--- config.mk ---
export PLATFORM = sky130hd
export DESIGN_NAME = software_timer_table_flat
export DESIGN_NICKNAME = d
export VERILOG_FILES = /design/src/stt_pkg.sv /design/src/stt_req_if.sv /design/src/stt_res_if.sv /design/src/stt_cell.sv /design/src/stt_ctrl.sv /design/src/software_timer_table.sv /design/src/flat_wrapper.sv
export VERILOG_INCLUDE_DIRS = /design/src /design/src/src
export SDC_FILE = /design/constraint.sdc
export NUM_CORES = 1
export LEC_CHECK = 0
export ABC_AREA = 1
export BUFFER_PORTS_ARGS = -buffer_cell sky130_fd_sc_hd__buf_2
export CAP_MARGIN = 20
export CORE_ASPECT_RATIO = 0.8
export CORE_MARGIN = 2
export CORE_UTILIZATION = 37
export DETAILED_ROUTE_END_ITERATION = 12
export SLEW_MARGIN = 15
export SYNTH_ARGS = -nofsm -noshare
export SYNTH_HDL_FRONTEND = slang
export SYNTH_HIERARCHICAL = 1
export SYNTH_SLANG_ARGS = --single-unit
--- constraint.sdc ---
create_clock -name clk_i -period 15.1 [get_ports clk_i]
set_input_delay 1.51 -clock clk_i [delete_from_list [all_inputs] [get_ports clk_i]]
set_output_delay 1.51 -clock clk_i [all_outputs]
set_load 0.01 [all_outputs]
--- src/software_timer_table_defines.svh ---
// Assertion macros used by the timer table control head
`ifndef SOFTWARE_TIMER_TABLE_DEFINES_SVH
`define SOFTWARE_TIMER_TABLE_DEFINES_SVH

// Same-cycle implication, sampled on clk_i, off during reset
`define STT_ASSERT_NOW(lbl, ante, cons) \
  lbl: assert property (@(posedge clk_i) disable iff (!rst_ni) (ante) |-> (cons)) \
    else $error("timer table assertion failed");

// Next-cycle implication, sampled on clk_i, off during reset
`define STT_ASSERT_NEXT(lbl, ante, cons) \
  lbl: assert property (@(posedge clk_i) disable iff (!rst_ni) (ante) |=> (cons)) \
    else $error("timer table assertion failed");

`endif

--- src/stt_pkg.sv ---
// Types and constants of the software timer table
`timescale 1ns / 1ps
package stt_pkg;

  localparam int NUM_SLOTS   = 8;
  localparam int MAX_RESULTS = 8;
  localparam int IDX_W       = (NUM_SLOTS > 1) ? $clog2(NUM_SLOTS) : 1;
  localparam int CNT_W       = $clog2(MAX_RESULTS + 1);

  localparam int CLIENT_W = 8;
  localparam int DELAY_W  = 31;
  localparam int TIME_W   = 32;
  localparam int STEP_W   = 10;

  localparam logic [STEP_W-1:0] TICK_STEP_RESET = STEP_W'(5);

  localparam logic REQ_TICK     = 1'b0;
  localparam logic REQ_REGISTER = 1'b1;

  localparam logic STATUS_PING = 1'b0;
  localparam logic STATUS_FULL = 1'b1;

  typedef struct packed {
    logic                busy;
    logic [CLIENT_W-1:0] client;
    logic [TIME_W-1:0]   period;
    logic [TIME_W-1:0]   due;
  } slot_t;

  typedef enum logic [1:0] {
    ST_IDLE,
    ST_WALK,
    ST_FLUSH
  } ctrl_state_e;

endpackage

--- src/stt_req_if.sv ---
// Request channel: tick or timer registration
`timescale 1ns / 1ps
interface stt_req_if;
  import stt_pkg::*;

  logic                valid;
  logic                ready;
  logic                req_type;
  logic [CLIENT_W-1:0] client_id;
  logic [DELAY_W-1:0]  delay_ms;
  logic                repeat_req;

  modport source (output valid, req_type, client_id, delay_ms, repeat_req, input ready);
  modport sink   (input valid, req_type, client_id, delay_ms, repeat_req, output ready);
endinterface

--- src/stt_res_if.sv ---
// Result channel: pings and table-full errors
`timescale 1ns / 1ps
interface stt_res_if;
  import stt_pkg::*;

  logic                valid;
  logic                ready;
  logic [CLIENT_W-1:0] dest_client;
  logic [TIME_W-1:0]   due_time;
  logic                status;
  logic                last;

  modport source (output valid, dest_client, due_time, status, last, input ready);
  modport sink   (input valid, dest_client, due_time, status, last, output ready);
endinterface

--- src/stt_cell.sv ---
// One timer slot of the rotating slot ring
`timescale 1ns / 1ps
module stt_cell
  import stt_pkg::*;
(
  input  logic  clk_i,
  input  logic  rst_ni,
  input  logic  shift_en_i,
  input  slot_t slot_i,
  output slot_t slot_o
);

  logic                busy_q;
  logic [CLIENT_W-1:0] client_q;
  logic [TIME_W-1:0]   period_q;
  logic [TIME_W-1:0]   due_q;

  always_ff @(posedge clk_i or negedge rst_ni) begin
    if (!rst_ni) begin
      busy_q <= 1'b0;
    end else if (shift_en_i) begin
      busy_q <= slot_i.busy;
    end
  end

  always_ff @(posedge clk_i) begin
    if (shift_en_i) begin
      client_q <= slot_i.client;
      period_q <= slot_i.period;
      due_q    <= slot_i.due;
    end
  end

  assign slot_o = '{busy: busy_q, client: client_q, period: period_q, due: due_q};

endmodule

--- src/stt_ctrl.sv ---
// Head of the slot ring: clock, slot update, result staging and output register
`timescale 1ns / 1ps
`include "software_timer_table_defines.svh"
module stt_ctrl
  import stt_pkg::*;
(
  input  logic              clk_i,
  input  logic              rst_ni,
  input  logic              cfg_we_i,
  input  logic [STEP_W-1:0] cfg_wdata_i,
  stt_req_if.sink           req_i,
  stt_res_if.source         res_o,
  input  slot_t             head_i,
  output slot_t             ret_o,
  output logic              shift_en_o
);

  ctrl_state_e state_q, state_d;

  logic [STEP_W-1:0]   step_q;
  logic [TIME_W-1:0]   clock_q;
  logic                is_tick_q;
  logic [CLIENT_W-1:0] client_q;
  logic [DELAY_W-1:0]  delay_q;
  logic                rep_q;
  logic [IDX_W-1:0]    idx_q;
  logic                found_q;
  logic [CNT_W-1:0]    cnt_q;
  logic                held_vld_q;
  logic [CLIENT_W-1:0] held_client_q;
  logic [TIME_W-1:0]   held_due_q;

  logic                out_vld_q;
  logic [CLIENT_W-1:0] out_client_q;
  logic [TIME_W-1:0]   out_due_q;
  logic                out_status_q;
  logic                out_last_q;

  logic req_xfer, out_free, head_due, walk_stall, walk_end;
  logic emit_mid, emit_last, emit_err;

  assign req_xfer = req_i.valid && req_i.ready;
  assign out_free = !out_vld_q || res_o.ready;
  assign head_due = head_i.busy && (clock_q >= head_i.due)
                    && (cnt_q < CNT_W'(MAX_RESULTS));
  assign walk_stall = is_tick_q && head_due && held_vld_q && !out_free;
  assign walk_end = (idx_q == IDX_W'(NUM_SLOTS - 1));

  // next state
  always_comb begin
    state_d = state_q;
    case (state_q)
      ST_IDLE: begin
        if (req_xfer) state_d = ST_WALK;
      end
      ST_WALK: begin
        if (shift_en_o && walk_end) state_d = ST_FLUSH;
      end
      ST_FLUSH: begin
        if (is_tick_q) begin
          if (!held_vld_q || out_free) state_d = ST_IDLE;
        end else begin
          if (found_q || out_free) state_d = ST_IDLE;
        end
      end
      default: state_d = ST_IDLE;
    endcase
  end

  // outputs
  always_comb begin
    req_i.ready = 1'b0;
    shift_en_o  = 1'b0;
    emit_mid    = 1'b0;
    emit_last   = 1'b0;
    emit_err    = 1'b0;
    case (state_q)
      ST_IDLE: begin
        req_i.ready = 1'b1;
      end
      ST_WALK: begin
        shift_en_o = !walk_stall;
        emit_mid   = is_tick_q && head_due && held_vld_q && out_free;
      end
      ST_FLUSH: begin
        emit_last = is_tick_q && held_vld_q && out_free;
        emit_err  = !is_tick_q && !found_q && out_free;
      end
      default: ;
    endcase
  end

  // slot written back into the tail of the ring
  always_comb begin
    ret_o = head_i;
    if (!is_tick_q) begin
      if (!found_q && !head_i.busy) begin
        ret_o.busy   = 1'b1;
        ret_o.client = client_q;
        ret_o.period = rep_q ? {1'b0, delay_q} : '0;
        ret_o.due    = clock_q + {1'b0, delay_q};
      end
    end else if (head_due) begin
      if (head_i.period != '0) begin
        ret_o.due = head_i.due + head_i.period;
      end else begin
        ret_o.busy = 1'b0;
      end
    end
  end

  always_ff @(posedge clk_i or negedge rst_ni) begin
    if (!rst_ni) begin
      state_q    <= ST_IDLE;
      step_q     <= TICK_STEP_RESET;
      clock_q    <= '0;
      is_tick_q  <= 1'b0;
      idx_q      <= '0;
      found_q    <= 1'b0;
      cnt_q      <= '0;
      held_vld_q <= 1'b0;
      out_vld_q  <= 1'b0;
    end else begin
      state_q <= state_d;
      if (cfg_we_i) step_q <= cfg_wdata_i;
      if (req_xfer) begin
        is_tick_q  <= (req_i.req_type == REQ_TICK);
        idx_q      <= '0;
        found_q    <= 1'b0;
        cnt_q      <= '0;
        held_vld_q <= 1'b0;
        if (req_i.req_type == REQ_TICK) clock_q <= clock_q + TIME_W'(step_q);
      end else if (shift_en_o) begin
        idx_q <= idx_q + IDX_W'(1);
        if (!is_tick_q && !head_i.busy) found_q <= 1'b1;
        if (is_tick_q && head_due) begin
          held_vld_q <= 1'b1;
          cnt_q      <= cnt_q + CNT_W'(1);
        end
      end else if (emit_last) begin
        held_vld_q <= 1'b0;
      end
      out_vld_q <= emit_mid || emit_last || emit_err || (out_vld_q && !res_o.ready);
    end
  end

  always_ff @(posedge clk_i) begin
    if (req_xfer) begin
      client_q <= req_i.client_id;
      delay_q  <= req_i.delay_ms;
      rep_q    <= req_i.repeat_req;
    end
    if (shift_en_o && is_tick_q && head_due) begin
      held_client_q <= head_i.client;
      held_due_q    <= head_i.due;
    end
    if (emit_mid || emit_last) begin
      out_client_q <= held_client_q;
      out_due_q    <= held_due_q;
      out_status_q <= STATUS_PING;
      out_last_q   <= emit_last;
    end else if (emit_err) begin
      out_client_q <= client_q;
      out_due_q    <= '0;
      out_status_q <= STATUS_FULL;
      out_last_q   <= 1'b1;
    end
  end

  assign res_o.valid       = out_vld_q;
  assign res_o.dest_client = out_client_q;
  assign res_o.due_time    = out_due_q;
  assign res_o.status      = out_status_q;
  assign res_o.last        = out_last_q;

  `STT_ASSERT_NOW(a_cnt_bound, 1'b1, cnt_q <= CNT_W'(MAX_RESULTS))
  `STT_ASSERT_NOW(a_reg_no_held, !is_tick_q && state_q != ST_IDLE, !held_vld_q)
  `STT_ASSERT_NOW(a_no_shift_out_of_walk, state_q != ST_WALK, !shift_en_o)
  `STT_ASSERT_NEXT(a_tick_adv, req_xfer && req_i.req_type == REQ_TICK,
                   clock_q == $past(clock_q) + TIME_W'($past(step_q)))

endmodule

--- src/software_timer_table.sv ---
// Top level of the software timer table: control head plus a ring of slot cells
//
//  channel  | dir | transfer when       | payload
//  ---------+-----+---------------------+---------------------------------------
//  req_i    | in  | valid && ready      | req_type, client_id, delay_ms, repeat_req
//  res_o    | out | valid && ready      | dest_client, due_time, status, last
//  cfg      | in  | cfg_we_i            | cfg_wdata_i = tick_step_ms
//
// Each request passes through accept, one ring shift per slot through the control head,
// and a flush step for the final result; the slot ring thus rotates once per request.
// A new request is taken only in idle, once the flush of the last one is done.
// A ping found while the output register and staging register are both full
// stalls the ring until res_o takes a transfer.
// Reset zeroes the clock and all busy bits and loads the step register with 5.
`timescale 1ns / 1ps
module software_timer_table
  import stt_pkg::*;
(
  input  logic              clk_i,
  input  logic              rst_ni,
  input  logic              cfg_we_i,
  input  logic [STEP_W-1:0] cfg_wdata_i,
  stt_req_if.sink           req_i,
  stt_res_if.source         res_o
);

  slot_t cell_q [NUM_SLOTS];
  slot_t ret;
  logic  shift_en;

  stt_ctrl u_ctrl (
    .clk_i       (clk_i),
    .rst_ni      (rst_ni),
    .cfg_we_i    (cfg_we_i),
    .cfg_wdata_i (cfg_wdata_i),
    .req_i       (req_i),
    .res_o       (res_o),
    .head_i      (cell_q[0]),
    .ret_o       (ret),
    .shift_en_o  (shift_en)
  );

  for (genvar k = 0; k < NUM_SLOTS; k++) begin : g_cell
    slot_t nxt;
    if (k == NUM_SLOTS - 1) begin : g_tail
      assign nxt = ret;
    end else begin : g_mid
      assign nxt = cell_q[k+1];
    end
    stt_cell u_cell (
      .clk_i      (clk_i),
      .rst_ni     (rst_ni),
      .shift_en_i (shift_en),
      .slot_i     (nxt),
      .slot_o     (cell_q[k])
    );
  end

endmodule

--- src/flat_wrapper.sv ---
// flat-port wrapper written by rule: the top's interface ports become plain ports
module software_timer_table_flat import stt_pkg::*;
  (clk_i, rst_ni, cfg_we_i, cfg_wdata_i, req_i_valid, req_i_req_type, req_i_client_id, req_i_delay_ms, req_i_repeat_req, req_i_ready, res_o_valid, res_o_dest_client, res_o_due_time, res_o_status, res_o_last, res_o_ready);
  stt_req_if req_i_i ();
  stt_res_if res_o_i ();
  input  logic clk_i;
  input  logic rst_ni;
  input  logic cfg_we_i;
  input  logic [STEP_W-1:0] cfg_wdata_i;
  input wire logic [$bits(req_i_i.valid)-1:0] req_i_valid;
  input wire logic [$bits(req_i_i.req_type)-1:0] req_i_req_type;
  input wire logic [$bits(req_i_i.client_id)-1:0] req_i_client_id;
  input wire logic [$bits(req_i_i.delay_ms)-1:0] req_i_delay_ms;
  input wire logic [$bits(req_i_i.repeat_req)-1:0] req_i_repeat_req;
  output wire logic [$bits(req_i_i.ready)-1:0] req_i_ready;
  output wire logic [$bits(res_o_i.valid)-1:0] res_o_valid;
  output wire logic [$bits(res_o_i.dest_client)-1:0] res_o_dest_client;
  output wire logic [$bits(res_o_i.due_time)-1:0] res_o_due_time;
  output wire logic [$bits(res_o_i.status)-1:0] res_o_status;
  output wire logic [$bits(res_o_i.last)-1:0] res_o_last;
  input wire logic [$bits(res_o_i.ready)-1:0] res_o_ready;
  assign req_i_i.valid = req_i_valid;
  assign req_i_i.req_type = req_i_req_type;
  assign req_i_i.client_id = req_i_client_id;
  assign req_i_i.delay_ms = req_i_delay_ms;
  assign req_i_i.repeat_req = req_i_repeat_req;
  assign req_i_ready = req_i_i.ready;
  assign res_o_valid = res_o_i.valid;
  assign res_o_dest_client = res_o_i.dest_client;
  assign res_o_due_time = res_o_i.due_time;
  assign res_o_status = res_o_i.status;
  assign res_o_last = res_o_i.last;
  assign res_o_i.ready = res_o_ready;
  software_timer_table u_core (.clk_i(clk_i), .rst_ni(rst_ni), .cfg_we_i(cfg_we_i), .cfg_wdata_i(cfg_wdata_i), .req_i(req_i_i), .res_o(res_o_i));
endmodule
Word level (Yosys, flattened, before mapping)

Index checks and enable logic that the tools add are counted.

Bits in registers: 761
Word-level logic and storage cells: 147
Input bits: 56
Output and inout port bits: 44

Bitwise logic cells: 1
Multiplexer cells: 38
Magnitude comparators: 2
Eq/ne operators: 8
Reductions and logical operators: 43
$add $sub $neg: 5

Operators by type and width:

| cell                | count |
|---|---|
| $mux 32             | 5 |
| $mux 73             | 1 |
| $mux 40             | 1 |
| $add 32x10->32      | 1 |
| $add 32x31->32      | 1 |
| $add 32x32->32      | 1 |
| $ge 32x32->1        | 1 |
| $reduce_bool 32->1  | 1 |
| $mux 31             | 1 |
| $logic_and 1x1->1   | 17 |
| $mux 1              | 17 |
| $mux 8              | 2 |
| $mux 4              | 3 |
| $mux 2              | 5 |
| $logic_not 1->1     | 8 |
| $reduce_and 2->1    | 4 |
| $reduce_bool 2->1   | 4 |
| $logic_or 1x1->1    | 6 |
| $mux 3              | 2 |
| $ne 3x3->1 const B  | 2 |
| $pmux 2 s3          | 1 |
| $add 4x1->4 const B | 1 |
| $lt 4x4->1 const B  | 1 |
| $ne 2x2->1 const B  | 2 |
| other kinds (9)     | 9 |

Logic depth before layout (Yosys ltp)

Word-level depth: 11
Depth in mapped cells: 22
Depth with buffers taken out: 21

Hierarchy

The synthesis kept the hierarchy.

Modules (own cells, without submodules):

| module   | cells each | sequential area each (um^2) | times used | area an instance (um^2) |
|---|---|---|---|---|
| stt_cell | 78         | 2187.1                      | 8          | 2209.6 |
| stt_ctrl | 1782       | 5032.3                      | 1          | 13479.2 |

Worst setup path after synthesis

No wires, ideal clock.

Kind: input-to-reg
Start point: input port res_o_ready
End point: register u_core.g_cell[0].u_cell.client_q[0], enable pin
Library setup time: 0.931 ns
Buffers on the path: 0
Data required time: 14.169 ns
Cell stages on the path: 4
Slack: 1.043 ns
Arrival: 13.125 ns
Cell sequence: nor2_1 nand4_1 nand2_1 inv_1

Word-level cells in the longest chain between the ends: 5

Ends and longest elaborated chain:

| what                   | line                       | RTL |
|---|---|---|
| start: declaration     | flat_wrapper.sv:21         | `input wire logic [$bits(res_o_i.ready)-1:0] res_o_ready;` |
| $logic_or 1x1->1       | stt_ctrl.sv:43             | `assign out_free = !out_vld_q \|\| res_o.ready;` |
| $logic_not 1->1        | stt_ctrl.sv:46             | `assign walk_stall = is_tick_q && head_due && held_vld_q && !out_free;` |
| $logic_and 1x1->1      | stt_ctrl.sv:46             |  |
| $logic_not 1->1        | stt_ctrl.sv:82             | `shift_en_o = !walk_stall;` |
| $mux 1                 | stt_ctrl.sv:77             | `case (state_q)` |
| net u_core.shift_en    | software_timer_table.sv:29 | `logic shift_en;` |
| end signal: assignment | stt_cell.sv:28             | `client_q <= slot_i.client;` |
| end: declaration       | stt_cell.sv:14             | `logic [CLIENT_W-1:0] client_q;` |

The timed path passes the listed nets, and every way through them passes these cells.
A chain may end at the register's enable or synchronous reset.

Final worst setup path

Start point: register u_core.g_cell[0].u_cell.due_q[27]
End point: register u_core.g_cell[5].u_cell.period_q[11], enable pin

Word-level cells in the longest chain between the ends: 8

Ends and longest elaborated chain:

| what                            | line                       | RTL |
|---|---|---|
| start: declaration              | stt_cell.sv:16             | `logic [TIME_W-1:0] due_q;` |
| start signal: assignment        | stt_cell.sv:30             | `due_q <= slot_i.due;` |
| $ge 32x32->1                    | stt_ctrl.sv:44             | `assign head_due = head_i.busy && (clock_q >= head_i.due)` |
| $logic_and 1x1->1               | stt_ctrl.sv:44             |  |
| $logic_and 1x1->1               | stt_ctrl.sv:45             | `&& (cnt_q < CNT_W'(MAX_RESULTS));` |
| $logic_and 1x1->1 (3 in series) | stt_ctrl.sv:46             |  |
| $logic_not 1->1                 | stt_ctrl.sv:82             |  |
| $mux 1                          | stt_ctrl.sv:77             |  |
| net u_core.shift_en             | software_timer_table.sv:29 |  |
| end signal: assignment          | stt_cell.sv:29             | `period_q <= slot_i.period;` |
| end: declaration                | stt_cell.sv:15             | `logic [TIME_W-1:0] period_q;` |

The timed path passes the listed nets, and every way through them passes these cells.

==> out/qor.csv <==
stage,metric,value,unit
sta,hold_violations,0,
cts,cts_buffer_depth,3,
setup_path,cp_max_fo,141,
power_and_ir_drop,peakVddDrop,0.000202,V
setup_path,crit_type,register to register,
yosys,synth_ff_type,edfxtp_1,
sta,fin_crit,5.35,ns
cts,clk_pin_slew,0.06,ns
sta,relSlewSlack,23.0,%
setup_path,required,15.35,ns
sta,tns,0,ns
grt,gr-usage-all-layers,18.4,%
finish,diodes,0,
yosys,yosysWarningCount,6,
die,dieHeight,264,µm
die,die_x,328,µm
routing,via_count,19000,
cts,cts_tree,built,
yosys,syn_area_per_cell,12.9,µm²
placed_design,place_congestion,0.955,
sta,setup_viol,0,
finish,synthToLayoutAreaGrowth,14.5,%
die,num_rows,95,
status,outcome,completed,
yosys,synthCells,2406,
die,core_area,83700,µm²
sta,fmax,187,MHz
placed_design,dp_slack,9.69,ns
sta,rsz0062_at_grt,false,
cts,cts_resized,0,
run,maxCapViolCount,0,
grt,antenna_found_initial,8,
die,die_area,86600,µm²
routing,dr.pass1.iters,6,
yosys,synth_edf_count,697,
sta,fin_ws,9.75,ns
finish,fillers,7704,
sta,fin_skew,0.0389,ns
cts,hold_buffers,0,
setup_path,critPathLaunchType,register,
grt,grt_overflow_total,0,
setup_path,reg2reg_slack,9.75,ns
finish,utilization,42.6,%
yosys,synth_largest_area_cell,edfxtp_1,
placed_design,dp.cells,3593,
routing,drcViolationCount,0,
routing,viasPerCell,5.08,
routing,drt_iter0_markers,2349,
cts,htree_levels,3,
routing,wire_per_inst,21.4,µm
cts,cts.sinks,761,
grt,grt_pass1_wl,118000,µm
finish,final_cells,3738,
cts,clockRootBuffer,clkbuf_16,
yosys,post-synth-top-area-fraction,67.2,%
worst_hold_path,hold_class,register to register,
power_and_ir_drop,leakage,14.1,nW
die,pin_count,100,
setup_path,cp-end-kind,register,
yosys,yosysMostFrequentCell,edfxtp_1,
yosys,yosysSeqAreaShare,72.3,%
routing,ant_nets,0,
sta,timing.final.crit_share,35.4,%
yosys,yosys-top-cells-area,"edfxtp_1, nand2_1, dfrtp_1, ha_1, inv_1",
die,initial_utilization,37.2,%
yosys,synth_nets,2572,
finish,final_net_count,2726,
sta,slew_violations,0,
yosys,synthTopCellsByCount,"edfxtp_1, nand2_1, inv_1, nand3_1, a21oi_1",
placed_design,numPortBuffers,99,
yosys,synth_cell_types,53,
yosys,synthArstFlopShare,8.28,%
sta,tightest_slew,1.15,ns
finish,drive_gt1_share,11.3,%
power_and_ir_drop,powerDensity,242,nW/µm²
cts,cts_buffers,77,
grt,grt_pass1_vias,18300,
placed_design,hpwlAfterDp,58000,µm
setup_path,arrival,5.59,ns
routing,wl,80000,µm
grt,grt_max_degree,201,
cts,post_cts.repair.setup_buffers,0,
yosys,synth_area,31200,µm²
yosys,synth_seq_cells,761,
cts,clk_latency,0.65,ns
layout make-up:
cell class	count	area (µm²)	share of cell area [%]
clock inverters	46	519	1.46
multi-input cells	1361	7500	21.0
inverters	242	921	2.58
repair buffers	117	706	1.98
flip-flops and latches	761	22500	63.2
well taps	1115	1400	3.91
clock buffers	96	2090	5.86
critical path, stage by stage (launching register included):
cell and delay, ns:
edfxtp_1 0.43, inv_1 0.17, ha_1 0.27, a21oi_1 0.15, o21ai_0 0.10, nand2_1 0.06
nand2_1 0.07, nor2_1 0.18, nand3_2 0.23, nand4_1 0.19, nand2_1 0.23, inv_8 0.78
buf_4 0.92, buf_4 0.93
sequential cells by signal, summed over array words and instances (netlist names):
signal                           cells
u_core/u_ctrl/res_o.valid            1
u_core/u_ctrl/found_q                1
u_core/u_ctrl/clock_q               32
u_core/u_ctrl/is_tick_q              1
u_core/u_ctrl/rep_q                  1
u_core/u_ctrl/res_o.status           1
u_core/u_ctrl/state_q                2
u_core/u_ctrl/res_o.last             1
u_core/u_ctrl/idx_q                  3
u_core/g_cell.u_cell/due_q         256
u_core/u_ctrl/held_due_q            32
u_core/u_ctrl/held_vld_q             1
u_core/g_cell.u_cell/client_q       64
u_core/g_cell.u_cell/period_q      256
u_core/u_ctrl/client_q               8
u_core/u_ctrl/res_o.dest_client      8
u_core/u_ctrl/cnt_q                  4
u_core/u_ctrl/step_q                10
u_core/g_cell.u_cell/busy_q          8
u_core/u_ctrl/delay_q               31
u_core/u_ctrl/held_client_q          8
u_core/u_ctrl/res_o.due_time        32
power breakdown:
| part | internal [mW] | switching (mW) | leakage (nW) | total, mW |
|---|---|---|---|---|
| Clock | 1.12 | 0.831 | 1.25 | 1.95 |
| Combinational | 0.671 | 1.81 | 5.23 | 2.48 |
| Sequential | 3.72 | 0.459 | 7.65 | 4.18 |
| Total | 5.51 | 3.10 | 14.1 | 8.62 |
stage by stage:
step	cell area, µm²	hold WS [ns]	total power [mW]
CTS	35600	0.391	8.64
global placement	33000	0.401	6.62
finish	35700	0.394	8.62
global route	35700	0.417	9.11
floorplan	31200	0.400	6.01
detailed placement	33000	0.405	6.64
worst paths after layout:
check                           cells after the start                         startpoint                                   end
worst min-delay path                                0  u_core/g_cell[6].u_cell/due_q[30]     u_core/g_cell[5].u_cell/due_q[30]
worst min register to register                      0  u_core/g_cell[6].u_cell/due_q[30]     u_core/g_cell[5].u_cell/due_q[30]
min in group asynchronous                           1                             rst_ni             u_core/u_ctrl/clock_q[21]
worst max register to register                     13  u_core/g_cell[0].u_cell/due_q[27]  u_core/g_cell[5].u_cell/period_q[11]
worst max-delay path                               13  u_core/g_cell[0].u_cell/due_q[27]  u_core/g_cell[5].u_cell/period_q[11]
max in group asynchronous                           2                             rst_ni               u_core/u_ctrl/step_q[0]
metal layers:
layer | up-vias | track usage, % | share of wire [%] | wire (µm)
met4 | 0 | 4.69 | 2.1 | 1680
met2 | 727 | 25.0 | 40 | 32100
li1 | 8789 | - | - | -
met3 | 109 | 2.95 | 7.6 | 6060
met5 | - | 0 | 0 | 0
met1 | 9376 | 30.2 | 50 | 40100
cell families after synthesis:
group	count (synthesis)	share of synthesized area, %
compound gates	283	4.84
xor+xnor	55	1.55
fa+ha+maj	110	4.49
buf+inv	284	3.64
flops	761	72.3
mux	9	0.325
simple gates	904	12.8
cell usage in the layout (no fill, tap or decap), types with 3 or more instances in the layout:
master | synthesis | final
nand3_1 | 159 | 159
xor2_1 | 44 | 44
nor2_1 | 130 | 129
clkinv_4 | 0 | 7
edfxtp_1 | 697 | 697
a21oi_1 | 133 | 133
nor3_1 | 19 | 19
ha_1 | 107 | 107
clkbuf_8 | 0 | 5
dfrtp_1 | 61 | 60
buf_4 | 9 | 15
inv_1 | 236 | 231
a21boi_0 | 4 | 4
o21bai_1 | 6 | 6
xnor2_1 | 11 | 11
clkinvlp_4 | 0 | 5
nand3b_1 | 6 | 6
bufinv_16 | 0 | 7
buf_2 | 3 | 98
a31oi_1 | 5 | 5
inv_2 | 3 | 4
clkinv_1 | 1 | 16
a21o_1 | 13 | 13
nor4_1 | 14 | 14
nor2_4 | 20 | 21
clkbuf_16 | 0 | 79
buf_16 | 0 | 3
nor2_2 | 9 | 9
o21ai_0 | 109 | 109
clkinv_2 | 0 | 7
o21a_1 | 4 | 4
inv_6 | 0 | 3
nand4_1 | 30 | 30
mux2_2 | 9 | 9
clkbuf_1 | 23 | 12
or2_2 | 3 | 3
fa_1 | 3 | 3
nand2_1 | 504 | 503
Power figures use the tool's default switching activity.
